File: config.mk
export PLATFORM = sky130hd
export DESIGN_NAME = finger_force_servo_controller
export DESIGN_NICKNAME = d
export VERILOG_FILES = /design/src/ffsc_pkg.sv /design/src/ffsc_div.sv /design/src/finger_force_servo_controller.sv
export SDC_FILE = /design/constraint.sdc
export NUM_CORES = 2
export LEC_CHECK = 0
export BUFFER_PORTS_ARGS = -buffer_cell sky130_fd_sc_hd__buf_2
export CORE_MARGIN = 5
export CORE_UTILIZATION = 45
export DETAILED_ROUTE_END_ITERATION = 8
export SETUP_SLACK_MARGIN = 0.02
export SYNTH_ARGS = -nofsm -noshare
export SYNTH_HDL_FRONTEND = slang
export SYNTH_SLANG_ARGS = --single-unit
File: constraint.sdc
create_clock -name i_clk -period 13 [get_ports i_clk]
set_input_delay 0.65 -clock i_clk [delete_from_list [all_inputs] [get_ports i_clk]]
set_output_delay 0.65 -clock i_clk [all_outputs]
set_load 0.01 [all_outputs]
File: src/ffsc_pkg.sv
package ffsc_pkg;

    localparam int NUM_FINGERS = 4;
    localparam int SAMPLE_BITS = 12;
    localparam int FINGER_W    = 2;
    localparam int CFG_W       = 12;
    localparam int CNT_W       = 5;
    localparam int MEAN_W      = 16;
    localparam int FORCE_W     = 8;
    localparam int PWM_W       = 12;
    localparam int ACC_W       = 32;
    localparam int MUL_A_W     = 17;
    localparam int MUL_B_W     = 15;
    localparam int DIVD_W      = 30;
    localparam int DIVS_W      = 14;
    localparam int DCNT_W      = 5;
    localparam int STEP_DIVD_W = 13;
    localparam int MEAN_NUM_W  = 30;
    localparam int PROD_W      = 2 * MEAN_NUM_W;

    // The mean dividend stays below 2**30, so a multiply by ceil(2**43 / 10000)
    // and a shift by 43 gives the exact floor of the division by 10000.
    localparam logic [MEAN_NUM_W-1:0] MEAN_RECIP       = 30'd879609303;
    localparam int                    MEAN_RECIP_SHIFT = 43;

    localparam logic [DCNT_W-1:0] STEP_DIV_BITS = 5'd13;

    localparam logic signed [MUL_B_W-1:0] MEAN_KEEP = 15'sd9000;

    localparam logic [PWM_W-1:0] PWM_STOP       = 12'd375;
    localparam logic [PWM_W-1:0] PWM_MIN_STEP   = 12'd10;
    localparam logic [PWM_W-1:0] PWM_MAX_STEP   = 12'd20;
    localparam logic [PWM_W-1:0] PWM_PULL_EXTRA = 12'd10;
    localparam logic [PWM_W-1:0] PWM_DISABLED   = 12'd0;

    localparam logic [CNT_W-1:0] PULL_LIMIT = CNT_W'(PWM_MAX_STEP + PWM_PULL_EXTRA);
    localparam logic [CNT_W-1:0] PUSH_LIMIT = CNT_W'(PWM_MAX_STEP);
    localparam logic signed [MUL_B_W-1:0] PULL_FACTOR =
        MUL_B_W'(PWM_MAX_STEP + PWM_PULL_EXTRA - PWM_MIN_STEP);
    localparam logic signed [MUL_B_W-1:0] PUSH_FACTOR =
        MUL_B_W'(PWM_MAX_STEP - PWM_MIN_STEP);

    typedef enum logic [1:0] {
        CFG_UPPER_LIMIT = 2'd0,
        CFG_LOWER_LIMIT = 2'd1,
        CFG_STALL_TOL   = 2'd2,
        CFG_STALL_LIMIT = 2'd3
    } t_cfg_index;

    typedef enum logic [3:0] {
        S_IDLE,
        S_STALL,
        S_MAC,
        S_SCALE,
        S_MEAN,
        S_DECIDE,
        S_DIV_STEP,
        S_WAIT_STEP,
        S_OUT
    } t_state;

    typedef struct packed {
        logic                start;
        logic [DIVD_W-1:0]   dividend;
        logic [DIVS_W-1:0]   divisor;
        logic [DCNT_W-1:0]   nbits;
    } t_div_req;

    typedef struct packed {
        logic                busy;
        logic                done;
        logic [DIVD_W-1:0]   quotient;
    } t_div_sts;

    // Calibration gain in thousandths, scaled by 256 for the Q8.8 mean.
    function automatic logic [11:0] gain_x256(input logic [FINGER_W-1:0] finger);
        logic [11:0] g;
        case (finger)
            2'd0:    g = 12'd1280;
            2'd1:    g = 12'd1280;
            2'd2:    g = 12'd2560;
            2'd3:    g = 12'd1792;
            default: g = 12'd0;
        endcase
        return g;
    endfunction

    // Rounding term and calibration offset, plus 32768 times the divisor so that
    // the dividend stays positive and the quotient comes out offset by 32768.
    function automatic logic signed [ACC_W-1:0] mean_bias(input logic [FINGER_W-1:0] finger);
        logic signed [ACC_W-1:0] b;
        case (finger)
            2'd0:    b = 32'sd326917000;
            2'd1:    b = 32'sd327352200;
            2'd2:    b = 32'sd327032200;
            2'd3:    b = 32'sd327173000;
            default: b = 32'sd0;
        endcase
        return b;
    endfunction

endpackage

File: src/ffsc_div.sv
module ffsc_div
    import ffsc_pkg::*;
(
    input  logic     i_clk,
    input  logic     i_rst_n,
    input  t_div_req i_req,
    output t_div_sts o_sts
);

    logic [DIVS_W-1:0] r_rem, n_rem;
    logic [DIVS_W-1:0] r_dvs, n_dvs;
    logic [DIVD_W-1:0] r_quo, n_quo;
    logic [DCNT_W-1:0] r_cnt, n_cnt;
    logic              r_busy, n_busy;
    logic              r_done, n_done;
    logic [DIVS_W:0]   shifted;
    logic [DIVS_W+1:0] trial;

    always_comb begin
        shifted = {r_rem, r_quo[DIVD_W-1]};
        trial   = {1'b0, shifted} - {2'b00, r_dvs};
        n_rem   = r_rem;
        n_dvs   = r_dvs;
        n_quo   = r_quo;
        n_cnt   = r_cnt;
        n_busy  = r_busy;
        n_done  = 1'b0;
        if (i_req.start) begin
            n_rem  = '0;
            n_dvs  = i_req.divisor;
            n_quo  = i_req.dividend;
            n_cnt  = i_req.nbits;
            n_busy = 1'b1;
        end else if (r_busy) begin
            if (!trial[DIVS_W+1]) begin
                n_rem = trial[DIVS_W-1:0];
                n_quo = {r_quo[DIVD_W-2:0], 1'b1};
            end else begin
                n_rem = shifted[DIVS_W-1:0];
                n_quo = {r_quo[DIVD_W-2:0], 1'b0};
            end
            n_cnt = r_cnt - DCNT_W'(1);
            if (r_cnt == DCNT_W'(1)) begin
                n_busy = 1'b0;
                n_done = 1'b1;
            end
        end
    end

    always_ff @(posedge i_clk) begin
        if (!i_rst_n) begin
            r_busy <= 1'b0;
            r_done <= 1'b0;
        end else begin
            r_busy <= n_busy;
            r_done <= n_done;
        end
    end

    always_ff @(posedge i_clk) begin
        r_rem <= n_rem;
        r_dvs <= n_dvs;
        r_quo <= n_quo;
        r_cnt <= n_cnt;
    end

    assign o_sts.busy     = r_busy;
    assign o_sts.done     = r_done;
    assign o_sts.quotient = r_quo;

endmodule

File: src/finger_force_servo_controller.sv
// Channel  | Direction | Handshake              | Payload
// ---------+-----------+------------------------+--------------------------------------------
// cfg      | in        | i_cfg_we               | i_cfg_index, i_cfg_data
// sample   | in        | i_in_valid, o_in_stall | i_finger, i_raw_force, i_motors_enabled
// servo    | out       | o_out_valid, i_out_stall | o_servo_channel, o_pwm_value, o_drive_direction
//
// A word for a valid finger passes through five sequencer steps for the stall check, the mean
// update and the decision; when the motors are enabled and the force has not yet crossed the limit
// of the current drive direction, it also takes the restoring divider's 13-step PWM division.
// A second word is taken only after the first has been moved into the output register.
// Reset is synchronous and active low; it loads default configuration and clears per-finger state.
// A stalled result holds in the output register while the next word is processed.
module finger_force_servo_controller
    import ffsc_pkg::*;
(
    input  logic                   i_clk,
    input  logic                   i_rst_n,
    input  logic                   i_cfg_we,
    input  logic [1:0]             i_cfg_index,
    input  logic [CFG_W-1:0]       i_cfg_data,
    input  logic                   i_in_valid,
    output logic                   o_in_stall,
    input  logic [FINGER_W-1:0]    i_finger,
    input  logic [SAMPLE_BITS-1:0] i_raw_force,
    input  logic                   i_motors_enabled,
    output logic                   o_out_valid,
    input  logic                   i_out_stall,
    output logic [FINGER_W-1:0]    o_servo_channel,
    output logic [PWM_W-1:0]       o_pwm_value,
    output logic                   o_drive_direction
);

    t_state r_state, n_state;

    logic signed [FORCE_W-1:0] r_upper, r_lower;
    logic [11:0]               r_tol;
    logic [CNT_W-1:0]          r_limit;

    logic [SAMPLE_BITS-1:0]    r_prev [NUM_FINGERS];
    logic [CNT_W-1:0]          r_scnt [NUM_FINGERS];
    logic signed [MEAN_W-1:0]  r_mean [NUM_FINGERS];
    logic                      r_dirs [NUM_FINGERS];

    logic [FINGER_W-1:0]       r_finger, n_finger;
    logic [SAMPLE_BITS-1:0]    r_raw, n_raw;
    logic                      r_en, n_en;
    logic                      r_fvalid, n_fvalid;
    logic                      r_dir, n_dir;
    logic signed [ACC_W-1:0]   r_acc, n_acc;
    logic [PROD_W-1:0]         r_prod, n_prod;
    logic signed [MEAN_W-1:0]  r_mean_new, n_mean_new;
    logic                      r_neg, n_neg;
    logic [8:0]                r_span_mag, n_span_mag;
    logic [PWM_W-1:0]          r_pwm, n_pwm;

    logic                      r_out_valid, n_out_valid;
    logic [FINGER_W-1:0]       r_out_ch, n_out_ch;
    logic [PWM_W-1:0]          r_out_pwm, n_out_pwm;
    logic                      r_out_dir, n_out_dir;

    logic                      wr_stall, wr_mean, wr_dir;
    logic [CNT_W-1:0]          stall_cnt_w;

    t_div_req                  div_req;
    t_div_sts                  div_sts;

    logic signed [MUL_A_W-1:0] mul_a;
    logic signed [MUL_B_W-1:0] mul_b;
    logic signed [ACC_W-1:0]   acc_base, product, mac_sum;

    logic [SAMPLE_BITS:0]      raw_diff;
    logic [SAMPLE_BITS-1:0]    raw_adiff;
    logic [CNT_W:0]            cnt_next;
    logic                      stall_force;

    logic [MEAN_W:0]           neg_mean;
    logic signed [FORCE_W-1:0] force_val;
    logic signed [8:0]         force9, upper9, lower9, span9, span_eff, step_diff;
    logic [8:0]                span_mag;
    logic                      move_on;

    logic [STEP_DIVD_W-1:0]    q_mag;
    logic signed [14:0]        q_s, step_s;
    logic [CNT_W-1:0]          step_lim, step_c;
    logic [MEAN_W:0]           mean_q;
    logic signed [MEAN_W-1:0]  mean_sat;

    ffsc_div u_div (
        .i_clk   (i_clk),
        .i_rst_n (i_rst_n),
        .i_req   (div_req),
        .o_sts   (div_sts)
    );

    assign o_in_stall        = (r_state != S_IDLE);
    assign o_out_valid       = r_out_valid;
    assign o_servo_channel   = r_out_ch;
    assign o_pwm_value       = r_out_pwm;
    assign o_drive_direction = r_out_dir;

    always_ff @(posedge i_clk) begin
        if (!i_rst_n) begin
            r_upper <= 8'sd4;
            r_lower <= 8'sd1;
            r_tol   <= 12'd30;
            r_limit <= 5'd20;
        end else if (i_cfg_we) begin
            case (t_cfg_index'(i_cfg_index))
                CFG_UPPER_LIMIT: r_upper <= i_cfg_data[FORCE_W-1:0];
                CFG_LOWER_LIMIT: r_lower <= i_cfg_data[FORCE_W-1:0];
                CFG_STALL_TOL:   r_tol   <= i_cfg_data[11:0];
                CFG_STALL_LIMIT: r_limit <= i_cfg_data[CNT_W-1:0];
                default:         r_tol   <= r_tol;
            endcase
        end
    end

    always_comb begin
        case (r_state)
            S_STALL: begin
                mul_a    = MUL_A_W'(r_mean[r_finger]);
                mul_b    = MEAN_KEEP;
                acc_base = mean_bias(r_finger);
            end
            S_MAC: begin
                mul_a    = MUL_A_W'(r_raw);
                mul_b    = MUL_B_W'(gain_x256(r_finger));
                acc_base = r_acc;
            end
            S_DECIDE: begin
                mul_a    = MUL_A_W'(step_diff);
                mul_b    = r_dir ? PUSH_FACTOR : PULL_FACTOR;
                acc_base = '0;
            end
            default: begin
                mul_a    = '0;
                mul_b    = '0;
                acc_base = '0;
            end
        endcase
        product = mul_a * mul_b;
        mac_sum = acc_base + product;
    end

    always_comb begin
        raw_diff    = {1'b0, r_raw} - {1'b0, r_prev[r_finger]};
        raw_adiff   = raw_diff[SAMPLE_BITS] ? SAMPLE_BITS'(-raw_diff)
                                            : raw_diff[SAMPLE_BITS-1:0];
        cnt_next    = (16'(raw_adiff) < 16'(r_tol)) ? {1'b0, r_scnt[r_finger]} + 6'd1 : '0;
        stall_force = (cnt_next > {1'b0, r_limit});
        stall_cnt_w = stall_force ? '0 : cnt_next[CNT_W-1:0];

        mean_q   = r_prod[PROD_W-1:MEAN_RECIP_SHIFT];
        mean_sat = mean_q[MEAN_W] ? 16'sh7FFF
                                  : {~mean_q[MEAN_W-1], mean_q[MEAN_W-2:0]};

        neg_mean  = 17'd0 - 17'(r_mean_new);
        force_val = r_mean_new[MEAN_W-1] ? FORCE_W'(9'd0 - neg_mean[MEAN_W:8])
                                         : r_mean_new[MEAN_W-1:8];
        force9    = 9'(force_val);
        upper9    = 9'(r_upper);
        lower9    = 9'(r_lower);
        span9     = upper9 - lower9;
        span_eff  = (span9 == 9'sd0) ? 9'sd1 : span9;
        span_mag  = span_eff[8] ? 9'(-span_eff) : span_eff;
        step_diff = r_dir ? (force9 - lower9) : (upper9 - force9);
        move_on   = r_dir ? (force9 > lower9) : (force9 < upper9);

        q_mag    = div_sts.quotient[STEP_DIVD_W-1:0];
        q_s      = r_neg ? (15'sd0 - 15'(q_mag)) : 15'(q_mag);
        step_s   = q_s + 15'(PWM_MIN_STEP);
        step_lim = r_dir ? PUSH_LIMIT : PULL_LIMIT;
        if (step_s < 15'sd0) begin
            step_c = '0;
        end else if (step_s > $signed(15'(step_lim))) begin
            step_c = step_lim;
        end else begin
            step_c = step_s[CNT_W-1:0];
        end
    end

    always_comb begin
        n_state     = r_state;
        n_finger    = r_finger;
        n_raw       = r_raw;
        n_en        = r_en;
        n_fvalid    = r_fvalid;
        n_dir       = r_dir;
        n_acc       = r_acc;
        n_prod      = r_prod;
        n_mean_new  = r_mean_new;
        n_neg       = r_neg;
        n_span_mag  = r_span_mag;
        n_pwm       = r_pwm;
        n_out_valid = r_out_valid & i_out_stall;
        n_out_ch    = r_out_ch;
        n_out_pwm   = r_out_pwm;
        n_out_dir   = r_out_dir;
        wr_stall    = 1'b0;
        wr_mean     = 1'b0;
        wr_dir      = 1'b0;
        div_req     = '0;

        case (r_state)
            S_IDLE: begin
                if (i_in_valid) begin
                    n_finger = i_finger;
                    n_raw    = i_raw_force;
                    n_en     = i_motors_enabled;
                    n_fvalid = ({1'b0, i_finger} < 3'(NUM_FINGERS));
                    n_state  = S_STALL;
                end
            end
            S_STALL: begin
                if (r_fvalid) begin
                    wr_stall = 1'b1;
                    n_dir    = stall_force ? 1'b0 : r_dirs[r_finger];
                    n_acc    = mac_sum;
                    n_state  = S_MAC;
                end else begin
                    n_dir   = 1'b0;
                    n_pwm   = PWM_DISABLED;
                    n_state = S_OUT;
                end
            end
            S_MAC: begin
                n_acc   = mac_sum;
                n_state = S_SCALE;
            end
            S_SCALE: begin
                n_prod  = PROD_W'(r_acc[MEAN_NUM_W-1:0]) * PROD_W'(MEAN_RECIP);
                n_state = S_MEAN;
            end
            S_MEAN: begin
                wr_mean    = 1'b1;
                n_mean_new = mean_sat;
                n_state    = S_DECIDE;
            end
            S_DECIDE: begin
                if (!r_en) begin
                    n_pwm   = PWM_DISABLED;
                    n_state = S_OUT;
                end else if (!move_on && !r_dir) begin
                    n_dir   = 1'b1;
                    n_pwm   = PWM_STOP - PWM_MIN_STEP;
                    n_state = S_OUT;
                end else if (!move_on) begin
                    n_dir   = 1'b0;
                    n_pwm   = PWM_STOP + PWM_MIN_STEP;
                    n_state = S_OUT;
                end else begin
                    n_acc      = mac_sum;
                    n_neg      = span_eff[8];
                    n_span_mag = span_mag;
                    n_state    = S_DIV_STEP;
                end
            end
            S_DIV_STEP: begin
                div_req.start    = 1'b1;
                div_req.dividend = {r_acc[STEP_DIVD_W-1:0], (DIVD_W-STEP_DIVD_W)'(0)};
                div_req.divisor  = DIVS_W'(r_span_mag);
                div_req.nbits    = STEP_DIV_BITS;
                n_state          = S_WAIT_STEP;
            end
            S_WAIT_STEP: begin
                if (div_sts.done) begin
                    n_pwm   = r_dir ? (PWM_STOP - PWM_W'(step_c)) : (PWM_STOP + PWM_W'(step_c));
                    n_state = S_OUT;
                end
            end
            S_OUT: begin
                if (!r_out_valid || !i_out_stall) begin
                    wr_dir      = r_fvalid;
                    n_out_valid = 1'b1;
                    n_out_ch    = r_finger;
                    n_out_pwm   = r_pwm;
                    n_out_dir   = r_dir;
                    n_state     = S_IDLE;
                end
            end
            default: begin
                n_state = S_IDLE;
            end
        endcase
    end

    always_ff @(posedge i_clk) begin
        if (!i_rst_n) begin
            r_state     <= S_IDLE;
            r_out_valid <= 1'b0;
        end else begin
            r_state     <= n_state;
            r_out_valid <= n_out_valid;
        end
    end

    always_ff @(posedge i_clk) begin
        r_finger   <= n_finger;
        r_raw      <= n_raw;
        r_en       <= n_en;
        r_fvalid   <= n_fvalid;
        r_dir      <= n_dir;
        r_acc      <= n_acc;
        r_prod     <= n_prod;
        r_mean_new <= n_mean_new;
        r_neg      <= n_neg;
        r_span_mag <= n_span_mag;
        r_pwm      <= n_pwm;
        r_out_ch   <= n_out_ch;
        r_out_pwm  <= n_out_pwm;
        r_out_dir  <= n_out_dir;
    end

    always_ff @(posedge i_clk) begin
        if (!i_rst_n) begin
            for (int i = 0; i < NUM_FINGERS; i++) begin
                r_prev[i] <= '0;
                r_scnt[i] <= '0;
                r_mean[i] <= '0;
                r_dirs[i] <= 1'b0;
            end
        end else begin
            if (wr_stall) begin
                r_prev[r_finger] <= r_raw;
                r_scnt[r_finger] <= stall_cnt_w;
            end
            if (wr_mean) begin
                r_mean[r_finger] <= mean_sat;
            end
            if (wr_dir) begin
                r_dirs[r_finger] <= r_dir;
            end
        end
    end

    a_div_start_idle: assert property (@(posedge i_clk) disable iff (!i_rst_n)
        div_req.start |-> !div_sts.busy)
        else $error("divider started while busy");

    a_div_done_waited: assert property (@(posedge i_clk) disable iff (!i_rst_n)
        div_sts.done |-> (r_state == S_WAIT_STEP))
        else $error("divider finished with no sequencer waiting");

    a_wait_has_div: assert property (@(posedge i_clk) disable iff (!i_rst_n)
        (r_state == S_WAIT_STEP) |-> (div_sts.busy || div_sts.done))
        else $error("sequencer waits on an idle divider");

    a_out_from_seq: assert property (@(posedge i_clk) disable iff (!i_rst_n)
        $rose(o_out_valid) |-> $past(r_state) == S_OUT)
        else $error("result word appeared outside the output step");

    a_pwm_range: assert property (@(posedge i_clk) disable iff (!i_rst_n)
        o_out_valid |-> (o_pwm_value == PWM_DISABLED ||
                         (o_pwm_value >= 12'd355 && o_pwm_value <= 12'd405)))
        else $error("PWM value out of range");

endmodule
==> impl_metrics.yaml <==
synthesis:
  ys_warn_count: 0
  yosysUniqueCellTypes: 84
  synth.top_cell.area_share: 0.278
  synthArstFlopShare: 0
  synth-edff-count: 287
  yosys-top-cells-count: "1052 x inv_1, 563 x fa_1, 538 x ha_1, 287 x edfxtp_1, 270 x nor2_1"
  synth_seq_cells: 346
  synth_top_flop_cell: "edfxtp_1"
  synth.most_common_cell: "inv_1"
  yosysTopAreaCell: "fa_1"
  synthesis.area_um2: 40500
  syn_area_per_cell_um2: 10.3
  synthTopCellsByArea: "fa_1 28%, edfxtp_1 21%, ha_1 17%"
  seq_area_frac_synth: 0.242
  synthCells: 3942
grt:
  grt_pass1_wl_um: 153000
  grt_max_degree: 53
  grt_usage: 0.205
  grt_antenna_before_repair: 0
  grt_pass1_vias: 27500
  overflow: 0
floorplanning:
  rows: 110
  die_x_um: 310
  io_pins: 51
  start_util: 0.452
  die_area_um2: 96100
  core_area_um2: 89600
  fp.dieH_um: 310
placement:
  hpwl_um: 78500
  preCtsSetupSlack_ns: 2.54
  portBuffers: 47
  dp.cells: 5135
  gp_congestion: 0.937
hold_path:
  worstHoldStart: "i_raw_force[5]"
  holdCritPathClass: "in2reg"
  min_path_cells: 1
  whs_endpoint: "r_raw[5]"
route:
  wirelength_um: 96100
  ant_nets: 0
  viasPerCell: 5.10
  drc_errors: 0
  drtIter0Drc: 1543
  wire_per_inst_um: 18.5
  drt-pass1-iter-count: 5
  via_count: 26600
critical_path:
  crit_arrival_ns: 10.77
  critical_path_class: "reg2reg"
  worstReg2RegEnd: "r_acc[29]"
  cpPeakStageDelay_ns: 0.55
  cp_slowest_cell: "nor3_1"
  startpoint_type: "flop"
  crit_path_end_kind: "flop"
  r2r_cells: 44
  crit_buf_inv: 7
  crit_family: "adder cells"
  cpMostUsedCell: "inv_1"
  required_ns: 13.32
  regToRegStartpoint: "r_mean_new[4]"
  r2r_slack_ns: 2.55
  path_max_fanout: 6
sta:
  tns_ns: 0
  worst_pin_slew_ns: 1.11
  hold_violations: 0
  fmax_mhz: 95.7
  finalSetupViolations: 0
  timing.final.crit_share: 0.804
  post-route-min-period_ns: 10.45
  rsz0062_at_grt: "false"
  max_slew_margin: 0.262
  final_critical_path_setup_slack_ns: 2.55
  fin_skew_ns: 0.0423
  slew_viol_final: 0
layout:
  fin_util: 0.485
  drive_above_1_share: 0.0516
  antenna_cells: 0
  final_cells: 5206
  final_nets: 5135
  syn_to_final_growth_pct: 7.22
clock_tree:
  post_cts.repair.setup_buffers: 0
  cts_buffer_depth: 3
  cts_hold_buf: 0
  root_buffer: "clkbuf_16"
  cts_tree: "done"
  clk_pin_slew_ns: 0.06
  clock_latency_ns: 0.57
  cts_max_level: 2
  cts.repair.resized: 0
  cts.sinks: 346
  tritoncts.num_buffers: 39
flow_run:
  max_cap_viol_count: 0
status:
  status: "completed"
[layer usage]
layer / part of all wire / global-route usage
met5: 0 / 0
met4: 0.022 / 0.0413
met1: 0.46 / 0.296
met3: 0.054 / 0.0328
met2: 0.47 / 0.332
[worst reg2reg max path, delay by kind of cell, from the launching register on]
| family | cells | cell delay [ns] |
|---|---|---|
| AOI/OAI and AO/OA | 15 | 2.79 |
| xor gates and xnor gates | 3 | 0.43 |
| adders and majority gates | 9 | 3.57 |
| buffers and inverters | 7 | 0.52 |
| DFF | 1 | 0.36 |
| and+or+nand+nor | 10 | 2.57 |
[kinds of logic (layout without fill, tap and decap cells)]
| group | after synthesis | count (layout) | synth area share |
|---|---|---|---|
| buffers and inverters | 1133 | 1209 | 0.106 |
| adder cells (fa/ha/maj) | 1101 | 1101 | 0.445 |
| AND/OR/NAND/NOR | 773 | 773 | 0.0915 |
| AO/OA/AOI/OAI | 400 | 400 | 0.0632 |
| flip-flops | 346 | 346 | 0.242 |
| XOR/XNOR | 128 | 128 | 0.0277 |
| multiplexers | 59 | 59 | 0.0252 |
| other | 2 | 14 | 0.000185 |
[layout make-up]
class	instances	area, um2
clock inverters	17	105
flip-flops and latches	346	9800
fillers	8286	46200
well taps	1176	1470
multi-input cells	2475	26500
clock buffers	54	1090
repair buffers	82	498
inverters	1056	3960
[cells in the final DEF (no fill, tap or decap), types with 7 or more instances in the layout]
cell / n
or3_1: 11
or2_2: 12
o21ai_0: 83
o31ai_1: 12
a21oi_1: 121
nand2_1: 179
ha_1: 538
a21boi_0: 10
xnor2_1: 86
buf_4: 35
and2_1: 82
inv_1: 1052
nor3_1: 34
mux4_2: 34
nor2_1: 270
a211oi_1: 18
dfxtp_1: 58
mux2i_1: 21
and3_1: 31
clkbuf_1: 11
o21a_1: 19
edfxtp_1: 287
buf_2: 47
clkbuf_16: 41
nand2b_1: 34
conb_1: 14
fa_1: 563
clkinv_1: 9
xor2_1: 42
nor2b_1: 28
o21ai_1: 7
o211ai_1: 14
nor4_1: 12
nand3_1: 36
nand4_1: 15
a21o_1: 29
o21bai_1: 10
a31oi_1: 12
[state kept, by name (all words and copies together) (netlist names), 4 cells and up, named ones only]
| register | flops |
|---|---|
| o_pwm_value | 9 |
| r_acc | 30 |
| r_dirs | 4 |
| r_limit | 5 |
| r_lower | 8 |
| r_mean | 64 |
| r_mean_new | 16 |
| r_prev | 48 |
| r_prod | 17 |
| r_pwm | 9 |
| r_raw | 12 |
| r_scnt | 20 |
| r_span_mag | 9 |
| r_state | 4 |
| r_tol | 12 |
| r_upper | 8 |
| u_div.r_cnt | 5 |
| u_div.r_dvs | 9 |
| u_div.r_quo | 30 |
| u_div.r_rem | 14 |
[how the worst max path moves through the flow]
stage                        from         to  depth (start not counted)
global route        r_mean_new[4]  r_acc[29]                         42
CTS                 r_mean_new[4]  r_acc[29]                         44
global placement    r_mean_new[4]  r_acc[29]                         44
detailed placement  r_mean_new[4]  r_acc[29]                         44
finish              r_mean_new[4]  r_acc[29]                         44
floorplan           r_mean_new[7]  r_acc[29]                         39
[metrics by stage]
stage          instance area, um2  hold slack [ns]
2_1_floorplan               40500            0.400
3_3_place_gp                42200            0.402
3_5_place_dp                42200            0.405
4_1_cts                     43400            0.234
5_1_grt                     43400            0.247
6_report                    43400            0.258
Power is not shown: default switching activity piles up to over one toggle a cycle in this logic, so the estimate is an artifact.
